--- config.mk ---
export PLATFORM = sky130hd
export DESIGN_NAME = arl_mix
export DESIGN_NICKNAME = d
export VERILOG_FILES = /design/src/sv/arl_pkg.sv /design/src/sv/arl_mix.sv
export SDC_FILE = /design/constraint.sdc
export NUM_CORES = 1
export LEC_CHECK = 0
export BUFFER_PORTS_ARGS = -buffer_cell sky130_fd_sc_hd__clkbuf_2
export CORE_MARGIN = 2
export CORE_UTILIZATION = 53
export CTS_BUF_LIST = sky130_fd_sc_hd__clkbuf_4 sky130_fd_sc_hd__clkbuf_8 sky130_fd_sc_hd__clkbuf_16
export CTS_CLUSTER_SIZE = 8
export DETAILED_ROUTE_END_ITERATION = 8
export PLACE_DENSITY_LB_ADDON = 0.15
export SLEW_MARGIN = 25
export SYNTH_ARGS = -nofsm -noshare
export SYNTH_HDL_FRONTEND = slang
export SYNTH_SLANG_ARGS = --single-unit
--- constraint.sdc ---
create_clock -name clk -period 7.64 [get_ports clk]
set_clock_uncertainty 0.15 [all_clocks]
set_input_delay 0.382 -clock clk [delete_from_list [all_inputs] [get_ports clk]]
set_output_delay 0.382 -clock clk [all_outputs]
set_load 0.02 [all_outputs]
--- src/sv/arl_pkg.sv ---
`timescale 1ns / 1ps
`default_nettype none
// ----------------------------------------------------------------------------
// arl_pkg
// Shared types and constants for the stereo retrigger looper.
// ----------------------------------------------------------------------------
package arl_pkg;

  localparam int MAX_LOOP    = 65536;
  localparam int ADDR_W      = $clog2(MAX_LOOP);
  localparam int CNT_W       = ADDR_W + 1;
  localparam int SAMPLE_BITS = 24;
  localparam int FRAME_W     = 2 * SAMPLE_BITS;

  localparam int CFG_DATA_W = 17;
  localparam int CFG_IDX_W  = 2;

  typedef enum logic [CFG_IDX_W-1:0] {
    CFG_CYCLE_LEN = 2'd0,
    CFG_GATE_LEN  = 2'd1
  } cfg_reg_t;

  localparam logic [CFG_DATA_W-1:0] CYCLE_LEN_RST = 17'd24000;
  localparam logic [CFG_DATA_W-1:0] GATE_LEN_RST  = 17'd12000;

  // 0.0125 in Q0.24, rounded to nearest
  localparam int ATTEN_COEF_W = 19;
  localparam logic signed [ATTEN_COEF_W-1:0] ATTEN_COEF = 19'sd209715;
  localparam int ATTEN_SHIFT = 24;
  localparam int PROD_W      = SAMPLE_BITS + ATTEN_COEF_W;

  // Frame in flight between the RAM read and the output register
  typedef struct packed {
    logic                   valid;
    logic                   replay;  // position within gate: use loop data
    logic                   fwd;     // same frame written at the read address
    logic                   blank;   // address never written since reset
    logic [SAMPLE_BITS-1:0] left;
    logic [SAMPLE_BITS-1:0] right;
  } stage_t;

endpackage : arl_pkg
`default_nettype wire

--- src/sv/arl_mix.sv ---
`timescale 1ns / 1ps
`default_nettype none
// ----------------------------------------------------------------------------
// arl_mix
// Picks loop data or attenuated live input and holds the result beat.
// ----------------------------------------------------------------------------
module arl_mix (
  input  wire logic                             clk,
  input  wire logic                             rst,
  input  wire arl_pkg::stage_t                  stage,
  input  wire logic [arl_pkg::FRAME_W-1:0]      rd_data,
  output logic                                  stage_adv,
  output logic                                  out_valid,
  input  wire logic                             out_ready,
  output logic      [arl_pkg::SAMPLE_BITS-1:0]  left_out,
  output logic      [arl_pkg::SAMPLE_BITS-1:0]  right_out
);

  localparam int SB = arl_pkg::SAMPLE_BITS;
  localparam int PW = arl_pkg::PROD_W;
  localparam int QW = PW - arl_pkg::ATTEN_SHIFT;

  logic signed [PW-1:0] prod_l, prod_r;
  logic signed [PW-1:0] rnd_l, rnd_r;
  logic signed [QW-1:0] q_l, q_r;
  logic [SB-1:0] att_l, att_r;
  logic [SB-1:0] loop_l, loop_r;
  logic [SB-1:0] left_next, right_next;

  assign stage_adv = !out_valid || out_ready;

  // round half up, then floor shift; result always fits the sample width
  always_comb begin
    prod_l = $signed(stage.left)  * arl_pkg::ATTEN_COEF;
    prod_r = $signed(stage.right) * arl_pkg::ATTEN_COEF;
    rnd_l  = prod_l + PW'(1 << (arl_pkg::ATTEN_SHIFT - 1));
    rnd_r  = prod_r + PW'(1 << (arl_pkg::ATTEN_SHIFT - 1));
    q_l    = rnd_l[PW-1:arl_pkg::ATTEN_SHIFT];
    q_r    = rnd_r[PW-1:arl_pkg::ATTEN_SHIFT];
    att_l  = SB'(q_l);
    att_r  = SB'(q_r);
  end

  always_comb begin
    if (stage.fwd) begin
      loop_l = stage.left;
      loop_r = stage.right;
    end else if (stage.blank) begin
      loop_l = '0;
      loop_r = '0;
    end else begin
      loop_l = rd_data[2*SB-1:SB];
      loop_r = rd_data[SB-1:0];
    end
    left_next  = stage.replay ? loop_l : att_l;
    right_next = stage.replay ? loop_r : att_r;
  end

  always_ff @(posedge clk) begin
    if (rst) begin
      out_valid <= 1'b0;
    end else if (stage_adv) begin
      out_valid <= stage.valid;
    end
  end

  always_ff @(posedge clk) begin
    if (stage_adv && stage.valid) begin
      left_out  <= left_next;
      right_out <= right_next;
    end
  end

endmodule : arl_mix
`default_nettype wire

==> impl_metrics.yaml <==
finish:
  layout-drive-gt1-share_pct: 8.645
  antenna_cells: 0
  fin_util_pct: 57.81
  area_growth_pct: 7.001
  nNetsFinal: 3061
  regArea_sq_mm: 0.001461
  multi_input_area_sq_mm: 0.01586
  fillers: 3296
  fin_cells: 2712
status:
  outcome: "finished clean"
logic_synthesis:
  synth_seq_cells: 49
  synth_top_cell_by_area: "fa_1"
  yosysWarnings: 0
  netlist_area_sq_mm: 0.01987
  ys_seq_area_share_pct: 7.353
  synth.top_cell.area_share_pct: 33.04
  syn_area_per_cell_sq_um: 9.392
  ys.flop_type: "edfxtp_1"
  synth_most_common_cell: "inv_1"
  synth_edf_count: 48
  synth_commonest_cells: "632 x inv_1, 387 x ha_1, 328 x fa_1"
  synth_top_cells_by_area: "fa_1 33%, ha_1 24%, inv_1 12%"
  async_reset_ff_share_pct: 0
  synth.distinct_cells: 73
  synth_nets: 2934
  synthCells: 2116
sta:
  hold_violations: 0
  setup_tns_ns: 0
  timing.final.crit_share_pct: 86.07
  period_minus_slack_ns: 6.576
  clock.fmax_mhz: 152.1
  drv_slew: 0
  worst_pin_slew_ns: 0.8328
  holdWs_ns: 0.06384
  setup_viol: 0
  grt_setup_unrepaired: "no"
  relSlewSlack_pct: 44.48
hold_path:
  hold_depth: 2
  hold_start: "rst"
  min_to: "out_valid$_SDFFE_PP0N_"
  min_path_type: "in2reg"
global_route:
  grt_pass1_wl_mm: 87.46
  first_global_vias: 15950
  gr-total-overflow: 0
  grt.total_usage_pct: 29.43
  antenna_found_initial: 0
  grt_max_degree: 51
detailed_routing:
  post_drt_wl_per_cell_microns: 20.19
  drtAntennaViolNets: 0
  first_pass_iters: 5
  drc: 0
  vias: 14870
  routed_wl_mm: 54.75
  drtIter0Drc: 769
  vias_per_cell: 5.481
worst_setup_path:
  critical_path_class: "in2reg"
  r2r_start: "out_valid$_SDFFE_PP0N_"
  critPathMaxFanout: 6
  crit_path_top_delay_cell: "fa_1"
  crit_arrival_ns: 6.46
  crit_required_ns: 7.53
  cp.buffers_inverters: 5
  reg2reg_depth: 3
  cpPeakStageDelay_ns: 0.52
  path_cells: "clkbuf_2, inv_1, ha_1, inv_1, fa_1, fa_1, fa_1, inv_1, fa_1, inv_1, fa_1, fa_1, ha_1, nand3_1, or3_1, o221a_2, o22ai_4, a41oi_4, nor3_2, mux2i_1, o211ai_1"
  rrSetupSlack_ns: 5.99
  crit_path_start_kind: "input port"
  cp_common_cell: "fa_1"
  r2r-end: "left_out[3]$_DFFE_PP_"
  crit_family: "adder cells"
  critPathCaptureType: "flip-flop"
clock_tree:
  cts-buffers-inserted: 5
  cts_hold_buf: 0
  cts_max_level: 2
  worstSkewPairLatency_ns: 0.32
  cts_resized: 0
  cts_setup_buffers: 0
  tritoncts: "yes"
  root_buffer: "clkbuf_16"
  cts.sinks: 49
  cts.path.max_buffers: 2
  clk_pin_slew_worst_paths_ns: 0.08
floorplan:
  initial_core_util_pct: 54.03
  die_x_microns: 197.6
  die_y_microns: 197.6
  core-area_sq_mm: 0.03679
  die-area_sq_mm: 0.03906
  rows: 70
  ios: 153
placement:
  hpwlAfterDp_mm: 48.19
  port_buffers: 152
  gp_congestion: 0.9220
  place_inst: 2704
job:
  max_cap_violations: 0
-- logic make-up after synthesis --
| kind of cell | count (synthesis) | synth area share [%] |
|---|---|---|
| adder cells (fa/ha/maj) | 715 | 57.40 |
| buffers and inverters | 674 | 12.89 |
| AO/OA/AOI/OAI | 348 | 12.01 |
| AND/OR/NAND/NOR | 229 | 5.805 |
| XOR/XNOR | 90 | 3.966 |
| flip-flops | 49 | 7.353 |
| multiplexers | 11 | 0.5792 |
-- worst reg2reg max path, delay by kind of cell, from the launching register on --
| kind | cells | cell delay [ns] |
|---|---|---|
| DFF | 1 | 0.32 |
| buffers and inverters | 1 | 0.54 |
| and+or+nand+nor | 2 | 0.24 |
-- per-stage QoR --
| step | cell area, sq um | setup WS [ns] |
|---|---|---|
| finish | 21270 | 1.064 |
| global route | 21270 | 0.7180 |
| CTS | 21270 | 1.045 |
| detailed placement | 21110 | 0.7123 |
| global placement | 21110 | 0.7797 |
| floorplan | 19870 | 1.458 |
-- worst max-delay path by stage --
| stage | from | endpoint | slack, ns | cells after the start |
|---|---|---|---|---|
| 2_1_floorplan | stage[29] | left_out[22]$_DFFE_PP_ | 1.46 | 20 |
| 3_3_place_gp | stage[30] | left_out[21]$_DFFE_PP_ | 0.78 | 20 |
| 3_5_place_dp | stage[30] | left_out[21]$_DFFE_PP_ | 0.71 | 20 |
| 4_1_cts | stage[30] | left_out[21]$_DFFE_PP_ | 1.05 | 20 |
| 5_1_grt | stage[29] | left_out[21]$_DFFE_PP_ | 0.72 | 21 |
| 6_report | stage[29] | left_out[21]$_DFFE_PP_ | 1.06 | 21 |
-- per-layer routing --
metal | vias up | routed length [microns] | GRT usage [%]
li1 | 7047 | - | -
met1 | 7326 | 23100 | 38.66
met2 | 437 | 27100 | 51.98
met3 | 55 | 3391 | 3.585
met4 | 0 | 1159 | 6.628
met5 | - | 0 | 0
-- sequential cells by signal, summed over array words and instances (netlist names) --
signal	flops
out_valid	1
right_out	24
left_out	24
-- cell usage in the layout (no fill, tap or decap), types with 5 or more instances in the layout --
cell type,synthesis,final
a22o_1,15,15
nand2b_1,10,10
clkbuf_2,0,152
o21bai_1,10,10
clkbuf_16,0,5
xnor2_1,59,59
a22oi_1,8,8
nand4_1,11,11
and2_1,10,9
a31oi_1,13,13
nor3_1,18,18
nor2b_1,12,12
o211ai_1,11,11
nand2_1,83,83
buf_4,0,9
a21o_1,20,20
nor4b_1,8,8
fa_1,328,328
edfxtp_1,48,48
a221oi_1,29,29
xor2_1,31,31
and3_1,9,9
nor3b_1,7,7
mux2i_1,7,7
o31ai_1,11,11
inv_1,632,632
nand3_1,14,14
a211oi_1,16,16
o21a_1,10,10
a21oi_1,93,93
nor2_1,34,33
a21boi_0,6,6
ha_1,387,387
o21ai_0,58,58
-- area by class of cell --
cell class | instances | share of cell area [%]
Clock buffer | 5 | 0.5884
Clock inverter | 3 | 0.1353
Inverter | 633 | 11.17
Multi-Input combinational cell | 1393 | 74.58
Sequential cell | 49 | 6.872
Tap cell | 468 | 2.754
Timing Repair Buffer | 161 | 3.895
Power is not shown: default switching activity piles up to over one toggle a cycle in this logic, so the estimate is an artifact.
