### src/sv/arl_pkg.sv
`timescale 1ns / 1ps
`default_nettype none
// ----------------------------------------------------------------------------
// arl_pkg
// Shared types and constants for the stereo retrigger looper.
// ----------------------------------------------------------------------------
package arl_pkg;

  localparam int MAX_LOOP    = 65536;
  localparam int ADDR_W      = $clog2(MAX_LOOP);
  localparam int CNT_W       = ADDR_W + 1;
  localparam int SAMPLE_BITS = 24;
  localparam int FRAME_W     = 2 * SAMPLE_BITS;

  localparam int CFG_DATA_W = 17;
  localparam int CFG_IDX_W  = 2;

  typedef enum logic [CFG_IDX_W-1:0] {
    CFG_CYCLE_LEN = 2'd0,
    CFG_GATE_LEN  = 2'd1
  } cfg_reg_t;

  localparam logic [CFG_DATA_W-1:0] CYCLE_LEN_RST = 17'd24000;
  localparam logic [CFG_DATA_W-1:0] GATE_LEN_RST  = 17'd12000;

  // 0.0125 in Q0.24, rounded to nearest
  localparam int ATTEN_COEF_W = 19;
  localparam logic signed [ATTEN_COEF_W-1:0] ATTEN_COEF = 19'sd209715;
  localparam int ATTEN_SHIFT = 24;
  localparam int PROD_W      = SAMPLE_BITS + ATTEN_COEF_W;

  // Frame in flight between the RAM read and the output register
  typedef struct packed {
    logic                   valid;
    logic                   replay;  // position within gate: use loop data
    logic                   fwd;     // same frame written at the read address
    logic                   blank;   // address never written since reset
    logic [SAMPLE_BITS-1:0] left;
    logic [SAMPLE_BITS-1:0] right;
  } stage_t;

endpackage : arl_pkg
`default_nettype wire

### src/sv/arl_ctrl.sv
`timescale 1ns / 1ps
`default_nettype none
// ----------------------------------------------------------------------------
// arl_ctrl
// Capture and play counters, fill mark, RAM access issue, config registers.
// ----------------------------------------------------------------------------
module arl_ctrl (
  input  wire logic                             clk,
  input  wire logic                             rst,
  input  wire logic                             in_valid,
  output logic                                  in_ready,
  input  wire logic [arl_pkg::SAMPLE_BITS-1:0]  left_in,
  input  wire logic [arl_pkg::SAMPLE_BITS-1:0]  right_in,
  input  wire logic                             restart,
  input  wire logic                             cfg_valid,
  input  wire logic [arl_pkg::CFG_IDX_W-1:0]    cfg_index,
  input  wire logic [arl_pkg::CFG_DATA_W-1:0]   cfg_data,
  input  wire logic                             stage_adv,
  output arl_pkg::stage_t                       stage,
  output logic                                  wr_en,
  output logic      [arl_pkg::ADDR_W-1:0]       wr_addr,
  output logic      [arl_pkg::FRAME_W-1:0]      wr_data,
  output logic                                  rd_en,
  output logic      [arl_pkg::ADDR_W-1:0]       rd_addr
);

  localparam int CW = arl_pkg::CNT_W;
  localparam int AW = arl_pkg::ADDR_W;

  logic [arl_pkg::CFG_DATA_W-1:0] cycle_len;
  logic [arl_pkg::CFG_DATA_W-1:0] gate_len;
  logic [CW-1:0] cap_idx;
  logic [AW-1:0] play_pos;
  logic [CW-1:0] fill_mark;  // entries below this were written since reset

  logic          accept;
  logic [CW-1:0] cyc_eff;
  logic [CW-1:0] cap_cur;
  logic [AW-1:0] pos_cur;
  logic [AW-1:0] pos_eff;
  logic [CW-1:0] pos_inc;
  logic          cap_go;

  assign in_ready = !stage.valid || stage_adv;
  assign accept   = in_valid && in_ready;

  always_comb begin
    if (cycle_len == '0) begin
      cyc_eff = CW'(1);
    end else if (CW'(cycle_len) > CW'(arl_pkg::MAX_LOOP)) begin
      cyc_eff = CW'(arl_pkg::MAX_LOOP);
    end else begin
      cyc_eff = CW'(cycle_len);
    end
  end

  always_comb begin
    cap_cur = restart ? '0 : cap_idx;
    pos_cur = restart ? '0 : play_pos;
    pos_eff = ({1'b0, pos_cur} >= cyc_eff) ? '0 : pos_cur;
    pos_inc = {1'b0, pos_eff} + CW'(1);
    cap_go  = cap_cur < cyc_eff;
  end

  assign wr_en   = accept && cap_go;
  assign wr_addr = cap_cur[AW-1:0];
  assign wr_data = {left_in, right_in};
  assign rd_en   = accept;
  assign rd_addr = pos_eff;

  always_ff @(posedge clk) begin
    if (rst) begin
      cycle_len <= arl_pkg::CYCLE_LEN_RST;
      gate_len  <= arl_pkg::GATE_LEN_RST;
    end else if (cfg_valid) begin
      case (cfg_index)
        arl_pkg::CFG_CYCLE_LEN: cycle_len <= cfg_data;
        arl_pkg::CFG_GATE_LEN:  gate_len  <= cfg_data;
        default: ;
      endcase
    end
  end

  always_ff @(posedge clk) begin
    if (rst) begin
      cap_idx   <= '0;
      play_pos  <= '0;
      fill_mark <= '0;
    end else if (accept) begin
      play_pos <= (pos_inc >= cyc_eff) ? '0 : pos_inc[AW-1:0];
      if (cap_go) begin
        cap_idx <= cap_cur + CW'(1);
        if (cap_cur >= fill_mark) begin
          fill_mark <= cap_cur + CW'(1);
        end
      end else begin
        cap_idx <= cap_cur;
      end
    end
  end

  always_ff @(posedge clk) begin
    if (rst) begin
      stage.valid <= 1'b0;
    end else if (in_ready) begin
      stage.valid <= in_valid;
    end
    if (accept) begin
      stage.replay <= CW'(pos_eff) <= CW'(gate_len);
      stage.fwd    <= cap_go && (cap_cur == CW'(pos_eff));
      stage.blank  <= CW'(pos_eff) >= fill_mark;
      stage.left   <= left_in;
      stage.right  <= right_in;
    end
  end

endmodule : arl_ctrl
`default_nettype wire

### config.mk
export PLATFORM = sky130hd
export DESIGN_NAME = arl_ctrl
export DESIGN_NICKNAME = d
export VERILOG_FILES = /design/src/sv/arl_pkg.sv /design/src/sv/arl_ctrl.sv
export SDC_FILE = /design/constraint.sdc
export NUM_CORES = 1
export LEC_CHECK = 0
export CORE_AREA = 2 2 130 132
export CTS_BUF_LIST = sky130_fd_sc_hd__clkbuf_16
export CTS_CLUSTER_SIZE = 30
export DETAILED_ROUTE_END_ITERATION = 16
export DIE_AREA = 0 0 132 134
export DONT_BUFFER_PORTS = 1
export GPL_TIMING_DRIVEN = 0
export PLACE_DENSITY = 0.78
export SLEW_MARGIN = 40
export SYNTH_ARGS = -nofsm -noshare
export SYNTH_HDL_FRONTEND = slang
export SYNTH_SLANG_ARGS = --single-unit
### constraint.sdc
create_clock -name clk -period 10.85 [get_ports clk]
set_input_delay 0.5425 -clock clk [delete_from_list [all_inputs] [get_ports clk]]
set_output_delay 0.5425 -clock clk [all_outputs]
set_load 0.02 [all_outputs]
==> results of run 1 <==
cells in the final DEF (no fill, tap or decap), types with 4 or more instances in the layout:
master / n
nand2_1: 106
ha_1: 100
dfxtp_1: 85
a21oi_1: 74
inv_1: 61
edfxtp_1: 51
buf_4: 49
nor2_1: 39
nand3_1: 33
clkbuf_1: 30
o21ai_0: 23
nand4_1: 22
nor2b_1: 21
a21o_1: 19
xnor2_1: 18
clkbuf_16: 17
a211oi_1: 14
nand2b_1: 12
a22oi_1: 12
nor3_1: 11
nor2b_2: 10
o211ai_1: 10
nor4_1: 9
o21a_1: 9
nand3b_1: 9
xor2_1: 8
and3_1: 6
a22o_1: 5
inv_6: 5
and4_1: 4
o21bai_1: 4
nand2_2: 4
buf_2: 4
mux2_2: 4
o31ai_1: 4
through the flow:
step	hold slack (ps)	util [%]	total power, mW	area [um2]
after CTS	195.0	58.28	1.376	9494
final	202.4	58.36	1.375	9507
after detailed placement	450.8	54.90	0.8308	8944
after floorplan	436.3	-	0.7752	8626
after global placement	444.5	54.64	0.8244	8901
after global routing	190.8	58.33	1.430	9502
report_power, final:
group / switching [mW] / leakage, nW / internal, mW
Clock: 0.234 / 0.265 / 0.315
Combinational: 0.141 / 2.58 / 0.0881
Sequential: 0.0338 / 1.18 / 0.563
metal layers:
layer | share of wire [%] | routed length (um) | vias to the layer above | track usage, %
li1 | - | - | 3417 | -
met1 | 38 | 9801 | 3370 | 34.83
met2 | 45 | 11790 | 473 | 46.18
met3 | 11 | 2934 | 111 | 8.617
met4 | 5.7 | 1492 | 0 | 17.09
met5 | 0 | 0 | - | 0
area by class of cell:
type                    count  area, um2
clock inverters            15      125.1
well taps                 220      275.3
diodes                      2      5.005
fillers                  1424       6783
plain buffers              89      545.5
repair buffers              1      20.02
multi-input cells         661       4642
flip-flops and latches    136       3233
inverters                  62      235.2
clock buffers              17      425.4
state kept, by name (all words and copies together) (netlist names):
name and count:
cap_idx 17, gate_len 17, cycle_len 17, play_pos 16, fill_mark 17, stage 52
final timing paths:
check,end,startpoint,slack [ps],cells after the start
worst max-delay path,play_pos[8]$_SDFFE_PP0P_,restart,2570,29
worst min register to register,gate_len[8]$_SDFFE_PP0P_,gate_len[8]$_SDFFE_PP0P_,460,2
worst max register to register,play_pos[8]$_SDFFE_PP0P_,cycle_len[16]$_SDFFE_PP0P_,3760,27
worst min-delay path,stage[22]$_DFFE_PP_,right_in[22],200,0
kinds of logic after synthesis:
group	share of synthesized area, %
and+or+nand+nor	19.23
AOI/OAI and AO/OA	16.59
DFF	37.48
buffers and inverters	9.022
muxes	0.5222
adders and majority gates	14.51
xor gates and xnor gates	2.640
critical path: cells and delay by family:
kind            cells  cell delay (ps)
buf+inv             6             2980
compound gates     10             2590
simple gates        9             1370
fa+ha+maj           3              970
xor+xnor            1              170
==> metrics.cfg, run 1 <==
[run_status]
outcome=complete, no violations

[clock_network]
tritoncts=done
post_cts_resized=0
clock_latency_late_sink_ps=430
cts_post_setup_buffers_inserted=0
cts_made_buffers=17
post_cts_hold_buffer_count=0
cts.htree.levels=4
path_clk_slew_ps=60
clock-sinks=136
cts_root_buf=clkbuf_16
cts_buffer_depth=2

[worst_setup_path]
timing.critical_path.required_ps=11210
timing.setup.critical_path_class=in2reg
path_common_cell=clkbuf_1
slowest_delay_ps=610
timing.critical_path.to_type=flop
crit_slowest_cell=a21oi_1
worst_setup_path_start_kind=input port
top_fanout_value_on_the_critical_path=11
critPathArrivalTime_ps=8640

[routing]
initialDrtViolationCount=666
remaining_drc_errors=0
vias_per_cell=6.127
number_of_iterations_in_the_first_detailed_routing_pass=7
wl_per_cell_um=21.63
route.vias.total=7371
wire_length_after_detailed_routing_mm=26.02
route.antenna.remaining_nets=0

[sta]
slew-limit-headroom_pct=35.20
final-hold-violation-count=0
fin_crit_sh_pct=76.30
post-route-worst-setup-slack_ps=2572
final_setup_viols=0
setup_tns_ps=0
final_period_minus_worst_setup_slack_ps=8278
finalMaxSlewViolations=0
fin_worst_skew_ps=7.962
clock.fmax_ghz=0.1208
worst_pin_slew_ps=970.0
rsz_0062_raised_after_global_routing=no

[cells_and_area]
area.growth.synth_to_final_pct=10.21
finish.net_count=1141
drive_above_1_share_pct=12.54
final_cell_count_no_fill=1203

[synthesis]
cell_area_after_technology_mapping_um2=8626
synthesis.yosys.warnings=0
synth_top_flop_cell=dfxtp_1
synth.top_cells.by_count=nand2_1 (106), ha_1 (100), dfxtp_1 (85), a21oi_1 (74), inv_1 (61)
avgSynthCellArea_um2=9.099
post_synthesis_sequential_area_ratio_pct=37.48
yosysTopAreaCellShare_pct=19.73
synth_top_cell_by_area=dfxtp_1
synthTopCellsByArea=dfxtp_1 (20%), edfxtp_1 (18%), ha_1 (15%)
post_synth_cell_types=77
synthMostInstantiatedCell=nand2_1
synthCells=948
postSynth.asyncResetShare_pct=0
synth.ff_latch_count=136
number_of_nets_in_the_synthesized_netlist=1121
synth_edf_count=51

[power_and_ir_drop]
leakage_nw=4.030
peakVddDrop_mv=0.1125
powerDensity_nw_per_um2=144.7

[global_routing]
grt_max_degree=47
globalRouteTotalUtil_pct=28.97
via_count_of_the_first_global_routing_pass=6962
first_pass_grt_wire_length_mm=38.97
antenna_found_initial=1
globalRoute.totalOverflow=0

[placed_design]
portBuffers=0
detailedPlacementHpwl_mm=20.46
routabilityCongestion=0.9833
post-place-ws_ps=2457
post-place-cells=1169

[die]
initial_utilization_pct=52.95
row_count=47
num_io_pins=208
design.core.area_um2=16290
chipWidth_um=132
die_h_um=134
fp.dieArea_um2=17690

[flow_run]
max-cap-violations=0

[worst_hold_path]
min-delay-path-class=in2reg

Power figures use the tool's default switching activity.
==> run 2, diff against run 1 <==
Clock period 10.85 ns to 7.7 ns, I/O delays scaled along.
==> run 2 against run 1 <==
Net effect:
- core utilization about the same
- clock-buffer cell count unchanged
- clock power increased by 41%
- die area unchanged
- cell count about the same
- wire length up 0.12%
- worst setup slack worse by 2200 ps
- non-clock buffer count is the same
- register-to-register slack got worse by 3000 ps
- global-route usage about the same
- highest routed layer unchanged
==> metrics.cfg, run 2 (synthesis results as in run 1) <==
[run_status]
outcome=complete, no violations  ; unchanged

[global_routing]
grt_max_degree=47  ; unchanged
grt.met3_usage_pct=8.806  ; was 8.617%
antenna_found_initial=1  ; unchanged
grt_util_met2_pct=46.18  ; unchanged
globalRoute.totalOverflow=0  ; unchanged
via_count_of_the_first_global_routing_pass=6962  ; unchanged
first_pass_grt_wire_length_mm=38.96  ; was 38.97 mm
grt_most_used_layer=met2  ; unchanged
globalRouteTotalUtil_pct=28.96  ; was 28.97%
grt.met1_usage_pct=34.68  ; was 34.83%

[sta]
final_period_minus_worst_setup_slack_ps=7318
worst_pin_slew_ps=978.2  ; was 970.0 ps
final-hold-violation-count=0  ; unchanged
fin_crit_sh_pct=95.04
post-route-worst-setup-slack_ps=381.9  ; was 2572 ps
finalHoldWorstSlack_ps=45.75  ; was 202.4 ps
fin_worst_skew_ps=8.350  ; was 7.962 ps
clock.fmax_ghz=0.1366
rsz_0062_raised_after_global_routing=no  ; unchanged
finalMaxSlewViolations=0  ; unchanged
final_setup_viols=0  ; unchanged
slew-limit-headroom_pct=34.65  ; was 35.20%

[placed_design]
portBuffers=0  ; unchanged
post-place-ws_ps=-535.7  ; was 2457 ps
routabilityCongestion=0.9833  ; unchanged
placement.cell_area_um2=8944  ; unchanged
detailedPlacementHpwl_mm=20.46  ; unchanged

[worst_hold_path]
min-delay-path-class=in2reg  ; unchanged

[routing]
vias_per_cell=6.171  ; was 6.127
route.antenna.remaining_nets=0  ; unchanged
remaining_drc_errors=0  ; unchanged
initialDrtViolationCount=692  ; was 666
wire_length_after_detailed_routing_mm=26.05  ; was 26.02 mm
number_of_iterations_in_the_first_detailed_routing_pass=7  ; unchanged
route.vias.total=7418  ; was 7371
wl_per_cell_um=21.67  ; was 21.63 um

[clock_network]
cts_made_buffers=17  ; unchanged
post_cts_resized=1  ; was 0
cts_root_buf=clkbuf_16  ; unchanged
path_clk_slew_ps=60  ; about the same
cts.htree.levels=4  ; unchanged
cts_buffer_depth=2  ; unchanged
cts_post_setup_buffers_inserted=0  ; unchanged
clock-sinks=136  ; unchanged
tritoncts=done  ; unchanged
clock_latency_late_sink_ps=430  ; about the same
post_cts_hold_buffer_count=0  ; unchanged

[cells_and_area]
final_common_cell=nand2_1  ; unchanged
finish.net_count=1141  ; unchanged
area.growth.synth_to_final_pct=10.27  ; was 10.21%
largest_register_ffs=52  ; unchanged
most-common-layout-cells=nand2_1 (106), ha_1 (100), dfxtp_1 (85)  ; unchanged
largest_register=stage  ; unchanged
final_area_um2=9512  ; was 9507 um2
drive_above_1_share_pct=12.95  ; was 12.54%

[power_and_ir_drop]
power.share.sequential_pct=43.4  ; about the same
power_switching_share_pct=29.76  ; was 29.77%
pwr-share-clk_pct=39.9  ; about the same
p_int_mw=1.361  ; was 0.9658 mW
switchingPower_mw=0.5768  ; was 0.4094 mW
powerDensity_nw_per_um2=203.8  ; was 144.7 nW/um2
leakage_nw=4.039  ; was 4.030 nW
peakVddDrop_mv=0.1581  ; was 0.1125 mV
post_layout_total_power_mw=1.938  ; was 1.375 mW
pwr-share-comb_pct=16.7  ; about the same

[worst_setup_path]
critPathArrivalTime_ps=7680  ; was 8640 ps
slowest_delay_ps=500  ; was 610 ps
timing.setup.critical_path_class=in2reg  ; unchanged
crit_slowest_cell=a211oi_2  ; was a21oi_1
worst_setup_path_start_kind=input port  ; unchanged
path_buf_inv=6  ; unchanged
top_fanout_value_on_the_critical_path=10  ; was 11
timing.critical_path.required_ps=8060  ; was 11210 ps
timing.critical_path.to_type=flop  ; unchanged
crit_family=compound AO/OA/AOI/OAI gates  ; was buffers and inverters

[die]
die_h_um=134  ; unchanged
chipWidth_um=132  ; unchanged
design.core.area_um2=16290  ; unchanged
row_count=47  ; unchanged
num_io_pins=208  ; unchanged
initial_utilization_pct=52.95  ; unchanged
fp.dieArea_um2=17690  ; unchanged

[flow_run]
max-cap-violations=0  ; unchanged

[run 2: per-layer routing]
layer	up-vias	routed length, um
met2	472	11790
met3	104	2996
met4	0	1469
met1	3417	9791
met5	-	0
li1	3425	-
[run 2: cell type report]
class | instances | area [um2]
Clock buffer | 17 | 425.4
Antenna cell | 1 | 2.502
Timing Repair Buffer | 1 | 20.02
Sequential cell | 136 | 3233
Fill cell | 1423 | 6778
Buffer | 89 | 549.3
Tap cell | 220 | 275.3
Multi-Input combinational cell | 661 | 4646
Clock inverter | 15 | 125.1
Inverter | 62 | 235.2
[run 2: worst register-to-register path: cells and delay by family, from the launching register on]
family                   cells  cell delay, ps
AND/OR/NAND/NOR             12            2140
flip-flops                   1             330
AO/OA/AOI/OAI               10            2400
buffers and inverters        2             850
adder cells (fa/ha/maj)      3             960
XOR/XNOR                     1             180
[run 2: stage by stage]
step | instances | util (%) | TNS (ps)
floorplan | 948 | - | 0
global placement | 1168 | 54.64 | -3028
detailed placement | 1169 | 54.90 | -5898
CTS | 1201 | 58.31 | 0
global route | 1201 | 58.38 | 0
finish | 1202 | 58.39 | 0
[run 2: power groups by stage]
stage          clock [mW]  sequential (mW)  combinational, mW
2_1_floorplan           0            0.847              0.246
3_3_place_gp            0            0.856              0.306
3_5_place_dp            0            0.855              0.315
4_1_cts             0.780            0.841              0.318
5_1_grt             0.813            0.844              0.358
6_report            0.773            0.841              0.323
[run 2: worst paths after layout]
path                                                 start                  endpoint  slack (ps)  depth (start not counted)
worst max-delay path                               restart  play_pos[9]$_SDFFE_PP0P_         380                         29
worst min-delay path                          right_in[22]       stage[22]$_DFFE_PP_          50                          0
worst max register to register  cycle_len[10]$_SDFFE_PP1P_  play_pos[9]$_SDFFE_PP0P_         750                         28
worst min register to register    gate_len[8]$_SDFFE_PP0P_  gate_len[8]$_SDFFE_PP0P_         460                          2
